$ cat config.mk
export PLATFORM = sky130hd
export DESIGN_NAME = pid_controller_windowed_integral_flat
export DESIGN_NICKNAME = d
export VERILOG_FILES = /design/src/design/pwi_pkg.sv /design/src/design/pwi_if.sv /design/src/design/pwi_regs.sv /design/src/design/pwi_div.sv /design/src/design/pwi_dpath.sv /design/src/design/pwi_ctrl.sv /design/src/design/pid_controller_windowed_integral.sv /design/src/flat_wrapper.sv
export SDC_FILE = /design/constraint.sdc
export NUM_CORES = 2
export LEC_CHECK = 0
export ABC_AREA = 1
export ABC_CLOCK_PERIOD_IN_PS = 11300
export BUFFER_PORTS_ARGS = -buffer_cell sky130_fd_sc_hd__buf_2
export CORE_MARGIN = 1
export CORE_UTILIZATION = 65
export CTS_CLUSTER_DIAMETER = 60
export CTS_CLUSTER_SIZE = 20
export DETAILED_ROUTE_END_ITERATION = 8
export PLACE_DENSITY = 0.82
export SETUP_SLACK_MARGIN = 0.02
export SLEW_MARGIN = 30
export SYNTH_ARGS = -nofsm -noshare
export SYNTH_HDL_FRONTEND = slang
export SYNTH_SLANG_ARGS = --single-unit
$ cat constraint.sdc
create_clock -name clk -period 11.3 [get_ports clk]
set_clock_uncertainty 0.15 [all_clocks]
set_input_delay 1.695 -clock clk [delete_from_list [all_inputs] [get_ports clk]]
set_output_delay 1.695 -clock clk [all_outputs]
set_load 0.03 [all_outputs]
$ cat src/design/pwi_pkg.sv
// Shared types and constants for the windowed-integral PID controller.
`timescale 1ns / 1ps

package pwi_pkg;

	localparam int DATA_W    = 32;
	localparam int LIM_W     = 31;
	localparam int DT_W      = 16;
	localparam int ERR_W     = 33;
	localparam int DIFF_W    = 34;
	localparam int MAG_W     = 33;
	localparam int PROD_W    = 65;
	localparam int CFG_IDX_W = 3;

	localparam logic signed [DATA_W-1:0] S32_MAX = 32'sh7fff_ffff;
	localparam logic signed [DATA_W-1:0] S32_MIN = 32'sh8000_0000;
	localparam logic [LIM_W-1:0]         LIM_MAX = 31'h7fff_ffff;

	typedef enum logic [CFG_IDX_W-1:0] {
		REG_GAIN_P,
		REG_GAIN_I,
		REG_GAIN_D,
		REG_FEED_FWD,
		REG_OUT_UPPER,
		REG_OUT_LOWER,
		REG_INT_LIMIT,
		REG_INT_WINDOW
	} reg_idx_t;

	typedef struct packed {
		logic signed [DATA_W-1:0] gain_p;
		logic signed [DATA_W-1:0] gain_i;
		logic signed [DATA_W-1:0] gain_d;
		logic signed [DATA_W-1:0] feed_forward;
		logic signed [DATA_W-1:0] output_upper;
		logic signed [DATA_W-1:0] output_lower;
		logic [LIM_W-1:0]         integral_limit;
		logic [LIM_W-1:0]         integral_window;
	} cfg_t;

	typedef enum logic [3:0] {
		ST_IDLE,
		ST_ERR,
		ST_MUL_I,
		ST_ACC_I,
		ST_DIV_WAIT,
		ST_DERIV,
		ST_MUL_D,
		ST_ACC_D,
		ST_DONE
	} state_t;

	typedef enum logic [1:0] {
		MUL_P,
		MUL_I,
		MUL_D
	} mul_sel_t;

	typedef struct packed {
		logic     load;
		logic     update;
		logic     mul_en;
		mul_sel_t mul_sel;
		logic     acc_en;
		logic     deriv_cap;
		logic     out_load;
	} cmd_t;

	typedef struct packed {
		logic div_busy;
	} status_t;

endpackage

$ cat src/design/pwi_if.sv
// Handshake channel interfaces: request, response and register write.
`timescale 1ns / 1ps

interface pwi_req_if;
	logic                                valid;
	logic                                ready;
	logic signed [pwi_pkg::DATA_W-1:0]   measurement;
	logic signed [pwi_pkg::DATA_W-1:0]   setpoint;
	logic [pwi_pkg::DT_W-1:0]            elapsed_ms;
	logic                                settled;

	modport source (output valid, measurement, setpoint, elapsed_ms, settled, input ready);
	modport sink (input valid, measurement, setpoint, elapsed_ms, settled, output ready);
endinterface

interface pwi_rsp_if;
	logic                              valid;
	logic                              ready;
	logic signed [pwi_pkg::DATA_W-1:0] drive;
	logic                              clamped;

	modport source (output valid, drive, clamped, input ready);
	modport sink (input valid, drive, clamped, output ready);
endinterface

interface pwi_cfg_if;
	logic                             valid;
	logic                             ready;
	logic [pwi_pkg::CFG_IDX_W-1:0]    index;
	logic [pwi_pkg::DATA_W-1:0]       data;

	modport source (output valid, index, data, input ready);
	modport sink (input valid, index, data, output ready);
endinterface

$ cat src/design/pwi_regs.sv
// Configuration register file written through the register channel.
`timescale 1ns / 1ps

module pwi_regs (
	input  logic          clk,
	input  logic          arst_n,
	pwi_cfg_if.sink       cfg,
	output pwi_pkg::cfg_t regs
);

	pwi_pkg::cfg_t regs_q;

	assign cfg.ready = 1'b1;
	assign regs      = regs_q;

	always_ff @(posedge clk or negedge arst_n) begin
		if (!arst_n) begin
			regs_q.gain_p          <= '0;
			regs_q.gain_i          <= '0;
			regs_q.gain_d          <= '0;
			regs_q.feed_forward    <= '0;
			regs_q.output_upper    <= pwi_pkg::S32_MAX;
			regs_q.output_lower    <= pwi_pkg::S32_MIN;
			regs_q.integral_limit  <= pwi_pkg::LIM_MAX;
			regs_q.integral_window <= pwi_pkg::LIM_MAX;
		end else if (cfg.valid && cfg.ready) begin
			case (pwi_pkg::reg_idx_t'(cfg.index))
				pwi_pkg::REG_GAIN_P:     regs_q.gain_p <= $signed(cfg.data);
				pwi_pkg::REG_GAIN_I:     regs_q.gain_i <= $signed(cfg.data);
				pwi_pkg::REG_GAIN_D:     regs_q.gain_d <= $signed(cfg.data);
				pwi_pkg::REG_FEED_FWD:   regs_q.feed_forward <= $signed(cfg.data);
				pwi_pkg::REG_OUT_UPPER:  regs_q.output_upper <= $signed(cfg.data);
				pwi_pkg::REG_OUT_LOWER:  regs_q.output_lower <= $signed(cfg.data);
				pwi_pkg::REG_INT_LIMIT:  regs_q.integral_limit <= cfg.data[pwi_pkg::LIM_W-1:0];
				pwi_pkg::REG_INT_WINDOW: regs_q.integral_window <= cfg.data[pwi_pkg::LIM_W-1:0];
				default: begin
				end
			endcase
		end
	end

endmodule

$ cat src/design/pwi_div.sv
// Restoring serial divider, one quotient bit per cycle, for the derivative term.
`timescale 1ns / 1ps

module pwi_div (
	input  logic                       clk,
	input  logic                       arst_n,
	input  logic                       start,
	input  logic [pwi_pkg::MAG_W-1:0]  dividend,
	input  logic [pwi_pkg::DT_W-1:0]   divisor,
	output logic                       busy,
	output logic [pwi_pkg::MAG_W-1:0]  quotient
);

	localparam int CNT_W = $clog2(pwi_pkg::MAG_W);

	logic [CNT_W-1:0]            count_q;
	logic                        busy_q;
	logic [pwi_pkg::DT_W-1:0]    rem_q;
	logic [pwi_pkg::MAG_W-1:0]   quo_q;
	logic [pwi_pkg::DT_W:0]      trial;
	logic [pwi_pkg::DT_W:0]      trial_sub;
	logic                        fits;

	assign trial     = {rem_q, quo_q[pwi_pkg::MAG_W-1]};
	assign trial_sub = trial - {1'b0, divisor};
	assign fits      = trial >= {1'b0, divisor};
	assign busy      = busy_q;
	assign quotient  = quo_q;

	always_ff @(posedge clk or negedge arst_n) begin
		if (!arst_n) begin
			busy_q  <= 1'b0;
			count_q <= '0;
		end else if (start) begin
			busy_q  <= 1'b1;
			count_q <= '0;
		end else if (busy_q) begin
			if (count_q == CNT_W'(pwi_pkg::MAG_W - 1)) begin
				busy_q <= 1'b0;
			end
			count_q <= count_q + CNT_W'(1);
		end
	end

	always_ff @(posedge clk) begin
		if (start) begin
			rem_q <= '0;
			quo_q <= dividend;
		end else if (busy_q) begin
			rem_q <= fits ? trial_sub[pwi_pkg::DT_W-1:0] : trial[pwi_pkg::DT_W-1:0];
			quo_q <= {quo_q[pwi_pkg::MAG_W-2:0], fits};
		end
	end

endmodule

$ cat src/design/pwi_dpath.sv
// Datapath: error, integral, derivative, shared multiplier, accumulator, output clamp.
`timescale 1ns / 1ps

module pwi_dpath #(
	parameter int FRAC_BITS      = 16,
	parameter bit RESET_ON_CROSS = 1'b1
) (
	input  logic                              clk,
	input  logic                              arst_n,
	input  pwi_pkg::cfg_t                     regs,
	input  pwi_pkg::cmd_t                     cmd,
	output pwi_pkg::status_t                  status,
	input  logic signed [pwi_pkg::DATA_W-1:0] measurement,
	input  logic signed [pwi_pkg::DATA_W-1:0] setpoint,
	input  logic [pwi_pkg::DT_W-1:0]          elapsed_ms,
	input  logic                              settled,
	output logic signed [pwi_pkg::DATA_W-1:0] drive,
	output logic                              clamped
);

	localparam int ACC_W = pwi_pkg::PROD_W + 2 - FRAC_BITS;

	logic signed [pwi_pkg::ERR_W-1:0]  err_q;
	logic signed [pwi_pkg::ERR_W-1:0]  last_err_q;
	logic signed [pwi_pkg::DATA_W-1:0] integ_q;
	logic [pwi_pkg::DT_W-1:0]          dt_q;
	logic                              neg_q;
	logic signed [pwi_pkg::DATA_W-1:0] deriv_q;
	logic signed [pwi_pkg::PROD_W-1:0] product_q;
	logic signed [ACC_W-1:0]           acc_q;
	logic signed [pwi_pkg::DATA_W-1:0] drive_q;
	logic                              clamped_q;

	logic signed [pwi_pkg::DIFF_W-1:0] err_w;
	logic signed [pwi_pkg::DIFF_W-1:0] aerr;
	logic signed [pwi_pkg::DIFF_W-1:0] isum_w;
	logic signed [pwi_pkg::DIFF_W-1:0] diff;
	logic signed [pwi_pkg::DIFF_W-1:0] diff_abs;
	logic                              in_win;
	logic                              sign_flip;
	logic signed [pwi_pkg::DATA_W-1:0] isum_sat;
	logic signed [pwi_pkg::DATA_W-1:0] isum_sel;
	logic signed [pwi_pkg::DATA_W-1:0] lim;
	logic signed [pwi_pkg::DATA_W-1:0] nlim;
	logic signed [pwi_pkg::DATA_W-1:0] integ_nxt;
	logic [pwi_pkg::MAG_W-1:0]         quo;
	logic signed [pwi_pkg::DATA_W-1:0] deriv_nxt;
	logic signed [pwi_pkg::DATA_W-1:0] mul_a;
	logic signed [pwi_pkg::ERR_W-1:0]  mul_b;
	logic signed [ACC_W-1:0]           lo_w;
	logic signed [ACC_W-1:0]           hi_w;
	logic signed [ACC_W-1:0]           clip_lo;
	logic signed [ACC_W-1:0]           clip;
	logic                              div_busy;

	always_comb begin
		err_w    = pwi_pkg::DIFF_W'(err_q);
		aerr     = err_q[pwi_pkg::ERR_W-1] ? -err_w : err_w;
		in_win   = aerr <= $signed({3'b000, regs.integral_window});
		isum_w   = pwi_pkg::DIFF_W'(integ_q) + err_w;
		if (isum_w > pwi_pkg::DIFF_W'(pwi_pkg::S32_MAX)) begin
			isum_sat = pwi_pkg::S32_MAX;
		end else if (isum_w < pwi_pkg::DIFF_W'(pwi_pkg::S32_MIN)) begin
			isum_sat = pwi_pkg::S32_MIN;
		end else begin
			isum_sat = isum_w[pwi_pkg::DATA_W-1:0];
		end
		sign_flip = RESET_ON_CROSS &&
			((err_q[pwi_pkg::ERR_W-1] != last_err_q[pwi_pkg::ERR_W-1]) ||
			 ((err_q == '0) != (last_err_q == '0)));
		if (sign_flip) begin
			isum_sel = '0;
		end else if (in_win) begin
			isum_sel = isum_sat;
		end else begin
			isum_sel = integ_q;
		end
		lim  = $signed({1'b0, regs.integral_limit});
		nlim = -lim;
		if (isum_sel > lim) begin
			integ_nxt = lim;
		end else if (isum_sel < nlim) begin
			integ_nxt = nlim;
		end else begin
			integ_nxt = isum_sel;
		end
		diff     = err_w - pwi_pkg::DIFF_W'(last_err_q);
		diff_abs = diff[pwi_pkg::DIFF_W-1] ? -diff : diff;
	end

	pwi_div u_div (
		.clk      (clk),
		.arst_n   (arst_n),
		.start    (cmd.update),
		.dividend (diff_abs[pwi_pkg::MAG_W-1:0]),
		.divisor  (dt_q),
		.busy     (div_busy),
		.quotient (quo)
	);

	assign status.div_busy = div_busy;

	always_comb begin
		if (dt_q == '0) begin
			deriv_nxt = '0;
		end else if (!neg_q) begin
			deriv_nxt = (quo[pwi_pkg::MAG_W-1:pwi_pkg::DATA_W-1] != '0) ?
				pwi_pkg::S32_MAX : $signed(quo[pwi_pkg::DATA_W-1:0]);
		end else if (quo[pwi_pkg::MAG_W-1] ||
			(quo[pwi_pkg::DATA_W-1] && (quo[pwi_pkg::DATA_W-2:0] != '0))) begin
			deriv_nxt = pwi_pkg::S32_MIN;
		end else begin
			deriv_nxt = -$signed(quo[pwi_pkg::DATA_W-1:0]);
		end
	end

	always_comb begin
		case (cmd.mul_sel)
			pwi_pkg::MUL_P: begin
				mul_a = regs.gain_p;
				mul_b = err_q;
			end
			pwi_pkg::MUL_I: begin
				mul_a = regs.gain_i;
				mul_b = pwi_pkg::ERR_W'(integ_q);
			end
			pwi_pkg::MUL_D: begin
				mul_a = regs.gain_d;
				mul_b = pwi_pkg::ERR_W'(deriv_q);
			end
			default: begin
				mul_a = '0;
				mul_b = '0;
			end
		endcase
	end

	always_comb begin
		lo_w    = ACC_W'(regs.output_lower);
		hi_w    = ACC_W'(regs.output_upper);
		clip_lo = (acc_q < lo_w) ? lo_w : acc_q;
		clip    = (clip_lo > hi_w) ? hi_w : clip_lo;
	end

	always_ff @(posedge clk or negedge arst_n) begin
		if (!arst_n) begin
			last_err_q <= '0;
			integ_q    <= '0;
		end else if (cmd.update) begin
			last_err_q <= err_q;
			integ_q    <= integ_nxt;
		end
	end

	always_ff @(posedge clk) begin
		if (cmd.load) begin
			err_q <= pwi_pkg::ERR_W'(setpoint) - pwi_pkg::ERR_W'(measurement);
			dt_q  <= elapsed_ms;
			acc_q <= settled ? '0 : ACC_W'(regs.feed_forward);
		end else if (cmd.acc_en) begin
			acc_q <= acc_q + ACC_W'(product_q >>> FRAC_BITS);
		end
		if (cmd.update) begin
			neg_q <= diff[pwi_pkg::DIFF_W-1];
		end
		if (cmd.deriv_cap) begin
			deriv_q <= deriv_nxt;
		end
		if (cmd.mul_en) begin
			product_q <= mul_a * mul_b;
		end
		if (cmd.out_load) begin
			drive_q   <= clip[pwi_pkg::DATA_W-1:0];
			clamped_q <= clip != acc_q;
		end
	end

	assign drive   = drive_q;
	assign clamped = clamped_q;

endmodule

$ cat src/design/pwi_ctrl.sv
// Controller state machine sequencing the datapath and the output register.
`timescale 1ns / 1ps

module pwi_ctrl (
	input  logic             clk,
	input  logic             arst_n,
	input  logic             in_valid,
	input  logic             in_settled,
	output logic             in_ready,
	input  logic             out_ready,
	output logic             out_valid,
	input  pwi_pkg::status_t status,
	output pwi_pkg::cmd_t    cmd
);

	pwi_pkg::state_t state_q;
	pwi_pkg::state_t state_d;
	logic            out_valid_q;
	logic            out_free;

	assign out_free  = !out_valid_q || out_ready;
	assign out_valid = out_valid_q;

	always_comb begin
		state_d = state_q;
		case (state_q)
			pwi_pkg::ST_IDLE: begin
				if (in_valid) begin
					state_d = in_settled ? pwi_pkg::ST_DONE : pwi_pkg::ST_ERR;
				end
			end
			pwi_pkg::ST_ERR:   state_d = pwi_pkg::ST_MUL_I;
			pwi_pkg::ST_MUL_I: state_d = pwi_pkg::ST_ACC_I;
			pwi_pkg::ST_ACC_I: state_d = pwi_pkg::ST_DIV_WAIT;
			pwi_pkg::ST_DIV_WAIT: begin
				if (!status.div_busy) begin
					state_d = pwi_pkg::ST_DERIV;
				end
			end
			pwi_pkg::ST_DERIV: state_d = pwi_pkg::ST_MUL_D;
			pwi_pkg::ST_MUL_D: state_d = pwi_pkg::ST_ACC_D;
			pwi_pkg::ST_ACC_D: state_d = pwi_pkg::ST_DONE;
			pwi_pkg::ST_DONE: begin
				if (out_free) begin
					state_d = pwi_pkg::ST_IDLE;
				end
			end
			default: state_d = pwi_pkg::ST_IDLE;
		endcase
	end

	always_comb begin
		cmd          = '0;
		cmd.mul_sel  = pwi_pkg::MUL_P;
		in_ready     = 1'b0;
		case (state_q)
			pwi_pkg::ST_IDLE: begin
				in_ready = 1'b1;
				cmd.load = in_valid;
			end
			pwi_pkg::ST_ERR: begin
				cmd.update  = 1'b1;
				cmd.mul_en  = 1'b1;
				cmd.mul_sel = pwi_pkg::MUL_P;
			end
			pwi_pkg::ST_MUL_I: begin
				cmd.acc_en  = 1'b1;
				cmd.mul_en  = 1'b1;
				cmd.mul_sel = pwi_pkg::MUL_I;
			end
			pwi_pkg::ST_ACC_I: cmd.acc_en = 1'b1;
			pwi_pkg::ST_DIV_WAIT: begin
			end
			pwi_pkg::ST_DERIV: cmd.deriv_cap = 1'b1;
			pwi_pkg::ST_MUL_D: begin
				cmd.mul_en  = 1'b1;
				cmd.mul_sel = pwi_pkg::MUL_D;
			end
			pwi_pkg::ST_ACC_D: cmd.acc_en = 1'b1;
			pwi_pkg::ST_DONE: cmd.out_load = out_free;
			default: begin
			end
		endcase
	end

	always_ff @(posedge clk or negedge arst_n) begin
		if (!arst_n) begin
			state_q     <= pwi_pkg::ST_IDLE;
			out_valid_q <= 1'b0;
		end else begin
			state_q <= state_d;
			if (cmd.out_load) begin
				out_valid_q <= 1'b1;
			end else if (out_ready) begin
				out_valid_q <= 1'b0;
			end
		end
	end

endmodule

$ cat src/design/pid_controller_windowed_integral.sv
// Top level of the PID controller with windowed integral and clamped drive output.
// A request steps through error, integral, divider wait, derivative and output states;
// a settled item goes straight to output. A new request is taken only once the last one
// is in the output register; the 33-step serial divider for the derivative sets the rate.
// A new request is taken while the previous response still waits in the output register.
// Reset (arst_n low): integral and last error clear, registers return to their defaults.
`timescale 1ns / 1ps

module pid_controller_windowed_integral #(
	parameter int FRAC_BITS      = 16,
	parameter bit RESET_ON_CROSS = 1'b1
) (
	input  logic     clk,
	input  logic     arst_n,
	pwi_req_if.sink  request,
	pwi_rsp_if.source response,
	pwi_cfg_if.sink  cfg
);

	pwi_pkg::cfg_t    regs;
	pwi_pkg::cmd_t    cmd;
	pwi_pkg::status_t status;

	pwi_regs u_regs (
		.clk    (clk),
		.arst_n (arst_n),
		.cfg    (cfg),
		.regs   (regs)
	);

	pwi_ctrl u_ctrl (
		.clk        (clk),
		.arst_n     (arst_n),
		.in_valid   (request.valid),
		.in_settled (request.settled),
		.in_ready   (request.ready),
		.out_ready  (response.ready),
		.out_valid  (response.valid),
		.status     (status),
		.cmd        (cmd)
	);

	pwi_dpath #(
		.FRAC_BITS      (FRAC_BITS),
		.RESET_ON_CROSS (RESET_ON_CROSS)
	) u_dpath (
		.clk         (clk),
		.arst_n      (arst_n),
		.regs        (regs),
		.cmd         (cmd),
		.status      (status),
		.measurement (request.measurement),
		.setpoint    (request.setpoint),
		.elapsed_ms  (request.elapsed_ms),
		.settled     (request.settled),
		.drive       (response.drive),
		.clamped     (response.clamped)
	);

endmodule

$ cat src/flat_wrapper.sv
// flat-port wrapper written by rule: the top's interface ports become plain ports
module pid_controller_windowed_integral_flat 
#(
	parameter int FRAC_BITS      = 16,
	parameter bit RESET_ON_CROSS = 1'b1
)
  (clk, arst_n, request_valid, request_measurement, request_setpoint, request_elapsed_ms, request_settled, request_ready, response_valid, response_drive, response_clamped, response_ready, cfg_valid, cfg_index, cfg_data, cfg_ready);
  pwi_req_if request_i ();
  pwi_rsp_if response_i ();
  pwi_cfg_if cfg_i ();
  input  logic clk;
  input  logic arst_n;
  input wire logic [$bits(request_i.valid)-1:0] request_valid;
  input wire logic [$bits(request_i.measurement)-1:0] request_measurement;
  input wire logic [$bits(request_i.setpoint)-1:0] request_setpoint;
  input wire logic [$bits(request_i.elapsed_ms)-1:0] request_elapsed_ms;
  input wire logic [$bits(request_i.settled)-1:0] request_settled;
  output wire logic [$bits(request_i.ready)-1:0] request_ready;
  output wire logic [$bits(response_i.valid)-1:0] response_valid;
  output wire logic [$bits(response_i.drive)-1:0] response_drive;
  output wire logic [$bits(response_i.clamped)-1:0] response_clamped;
  input wire logic [$bits(response_i.ready)-1:0] response_ready;
  input wire logic [$bits(cfg_i.valid)-1:0] cfg_valid;
  input wire logic [$bits(cfg_i.index)-1:0] cfg_index;
  input wire logic [$bits(cfg_i.data)-1:0] cfg_data;
  output wire logic [$bits(cfg_i.ready)-1:0] cfg_ready;
  assign request_i.valid = request_valid;
  assign request_i.measurement = request_measurement;
  assign request_i.setpoint = request_setpoint;
  assign request_i.elapsed_ms = request_elapsed_ms;
  assign request_i.settled = request_settled;
  assign request_ready = request_i.ready;
  assign response_valid = response_i.valid;
  assign response_drive = response_i.drive;
  assign response_clamped = response_i.clamped;
  assign response_i.ready = response_ready;
  assign cfg_i.valid = cfg_valid;
  assign cfg_i.index = cfg_index;
  assign cfg_i.data = cfg_data;
  assign cfg_ready = cfg_i.ready;
  pid_controller_windowed_integral #(.FRAC_BITS(FRAC_BITS), .RESET_ON_CROSS(RESET_ON_CROSS)) u_core (.clk(clk), .arst_n(arst_n), .request(request_i), .response(response_i), .cfg(cfg_i));
endmodule
==> metrics.md <==
| Metric | Value |
|---|---|
| Busiest grt layer | `met2` |
| Req. time, crit path | `11570 ps` |
| Cts hold-fix bufs | `0` |
| TritonCTS Buffers | `45` |
| Avg Inst Size Synth | `7.65 µm²` |
| Die area | `0.128 mm²` |
| Filler cells | `10300` |
| Worst Tran Pin Value | `1100 ps` |
| EDFF count, synth | `248` |
| Final max-slew violation count | `0` |
| Core area | `0.126 mm²` |
| DPL Wire Length | `215000 µm` |
| Max Clk Rate | `0.100 GHz` |
| Pin count of the biggest net entering global routing | `173` |
| DRC Markers | `0` |
| Arr. time, crit path | `10230 ps` |
| Crit path max-delay family | `adder cells` |
| Critical path buffers and inverters | `6` |
| Slew headroom | `0.264` |
| Yosys warns | `0` |
| Final Setup Violations | `0` |
| Drt first pass iters | `6` |
| Setup TNS | `0 ps` |
| Area of the multi-input gates | `0.0561 mm²` |
| Fin Hold WS | `330 ps` |
| Placer Congestion | `1.03` |
| Setup CP Type | `reg -> reg` |
| Share of cells above drive strength 1 | `0.0575` |
| Postcts setup bufs | `0` |
| H-tree depth | `2` |
| Synth Flop Type | `edfxtp_1` |
| Reg area | `0.0162 mm²` |
| Mapped cell area | `0.0823 mm²` |
| Critical path fanouts, max | `33` |
| Clock latency on the worst-skew pair | `660 ps` |
| Max stage delay on crit path | `740 ps` |
| Hold violation count in the final report | `0` |
| Post-synthesis register bit count | `595` |
| Final wirelength | `274000 µm` |
| Final period utilization | `0.881` |
| Num Clock Sinks | `595` |
| M2 GR Usage | `0.636` |
| Total track usage | `0.427` |
| Initial Utilization | `0.656` |
| Total grt overflow | `0` |
| Post-route ant nets | `0` |
| P&R area growth vs syn | `5.22%` |
| Most frequent cells in the layout | `2904 x nand2_1, 2372 x inv_1, 1116 x fa_1, 578 x o21ai_0, 546 x ha_1` |
| Sequential area share after synthesis | `0.196` |
| Syn Inst Count | `10800` |
| Reg2reg setup slack | `1340 ps` |
| # IOs | `157` |
| Slowest CP cell | `nand3_1` |
| Clock Path Buffers | `3` |
| Hold Path Class | `reg -> reg` |
| Critical Path End Type | `register` |
| Period minus WS final | `9960 ps` |
| Die Width | `358 µm` |
| Synth cell types | `70` |
| Met3 global-route usage | `0.107` |
| Chip height | `358 µm` |
| DR vias/cell | `5.87` |
| Maxcap violations | `0` |
| Clock root buffer master | `clkbuf_16` |
| M1 GR Usage | `0.576` |
| First-pass GRT wire length | `413000 µm` |
| Vias after detailed routing | `72700` |
| Most common cell after layout, fill and taps aside | `nand2_1` |
| Number of global-route vias before repair | `71800` |
| # rows | `130` |
| Status | `finished clean` |
| FFs w/ async S/R, synth | `0.556` |
| Routed WL per cell | `22.1 µm` |
| CP startpoint kind | `register` |
| Syn nets | `12500` |
| Initial antenna violation count | `8` |
| Share of the synthesized area in the top cell type | `0.271` |
| Top cell by count, worst path | `nand2_1` |
| CTS tree | `built` |
| Nets | `12500` |
| # resized after CTS | `0` |
| Synth area leader | `fa_1` |
| PortBufs | `155` |
| Clk slew on worst S/H paths | `90 ps` |
| DRT iter0 DRCs | `7999` |
| Synth top area cells | `fa_1 27%, nand2_1 13%, inv_1 11%` |
| Final core utilization | `0.690` |
| RSZ-0062 raised after global routing | `false` |
==> final timing paths <==
kind / start / end / cells past startpoint
setup / recovery: u_core.u_ctrl.state_q[3] / u_core.u_dpath.product_q[59] / 32
hold / removal: u_core.u_dpath.u_div.rem_q[15] / u_core.u_dpath.u_div.rem_q[15] / 2
setup reg to reg: u_core.u_ctrl.state_q[3] / u_core.u_dpath.product_q[59] / 32
hold reg to reg: u_core.u_dpath.u_div.rem_q[15] / u_core.u_dpath.u_div.rem_q[15] / 2
max in group asynchronous: arst_n / u_core.u_regs.regs[148] / 2
min in group asynchronous: arst_n / u_core.u_dpath.last_err_q[12] / 1
==> synthesized netlist by cell type (all sizes together), types with 5 or more instances <==
cell / number
nor2: 544
nor3: 80
edfxtp: 248
inv: 2400
nand4: 84
nand3: 401
nand3b: 25
fa: 1116
o21bai: 19
a211oi: 9
dfrtp: 237
or2: 24
a221oi: 5
xor2: 195
a21boi: 11
a21oi: 504
ha: 546
o21a: 22
a31oi: 39
o221ai: 28
dfstp: 94
o211ai: 23
o31ai: 8
a21o: 21
xnor2: 61
nor4: 34
dfxtp: 16
nand2: 2928
o21ai: 621
buf: 70
clkbuf: 307
and3: 10
==> per-stage QoR <==
step                      setup WS [ps]  std cells  instance area [µm²]
after floorplan                    2660      10800                82300
after global placement             1770      12300                84900
after detailed placement           1620      12300                85000
after CTS                          1560      12400                86500
after global routing                659      12400                86600
final                              1340      12400                86600
==> worst reg2reg max path, delay by kind of cell, from the launching register on <==
kind            cells  cell delay, ps
flops               1             400
compound gates      1             120
fa+ha+maj           9            4520
buf+inv             6             930
simple gates       16            3590
==> cells by family (layout without fill, tap and decap cells) <==
kind of cell / count (synthesis) / after routing / share of synthesized area
xor gates and xnor gates: 256 / 256 / 0.0273
adders and majority gates: 1662 / 1662 / 0.354
AOI/OAI and AO/OA: 1333 / 1333 / 0.0883
DFF: 595 / 595 / 0.196
buffers and inverters: 2780 / 2757 / 0.129
other: 1 / 2 / 0.0000455
and+or+nand+nor: 4136 / 4136 / 0.205
==> per-layer routing <==
metal,share of wire,vias to the layer above,routed length [µm]
met4,0.066,12,18000
met5,0.00050,-,137
li1,-,32700,-
met3,0.12,860,32200
met2,0.43,4297,117000
met1,0.39,34800,106000
==> sequential cells by signal, indices dropped and copies added (netlist names) <==
signal	count
u_core.u_ctrl.state_q	4
u_core.u_dpath.integ_q	32
u_core.u_dpath.last_err_q	33
u_core.u_dpath.u_div.count_q	6
u_core.u_dpath.err_q	33
u_core.u_dpath.deriv_q	32
u_core.u_dpath.dt_q	16
u_core.u_regs.regs	254
u_core.u_dpath.acc_q	51
u_core.u_dpath.u_div.busy	1
u_core.u_dpath.product_q	49
u_core.u_dpath.drive	32
u_core.u_dpath.u_div.rem_q	16
u_core.u_dpath.neg_q	1
u_core.u_dpath.u_div.quotient	33
u_core.u_dpath.clamped	1
u_core.u_ctrl.out_valid	1
==> layout make-up <==
class / count / share of cell area
Tap cell: 1650 / 0.0238
Antenna cell: 1 / 0.0000289
Clock inverter: 27 / 0.00386
Sequential cell: 595 / 0.187
Clock buffer: 57 / 0.0140
Timing Repair Buffer: 270 / 0.0202
Inverter: 2403 / 0.104
Multi-Input combinational cell: 7388 / 0.647
Power is not shown: default switching activity piles up to over one toggle a cycle in this logic, so the estimate is an artifact.
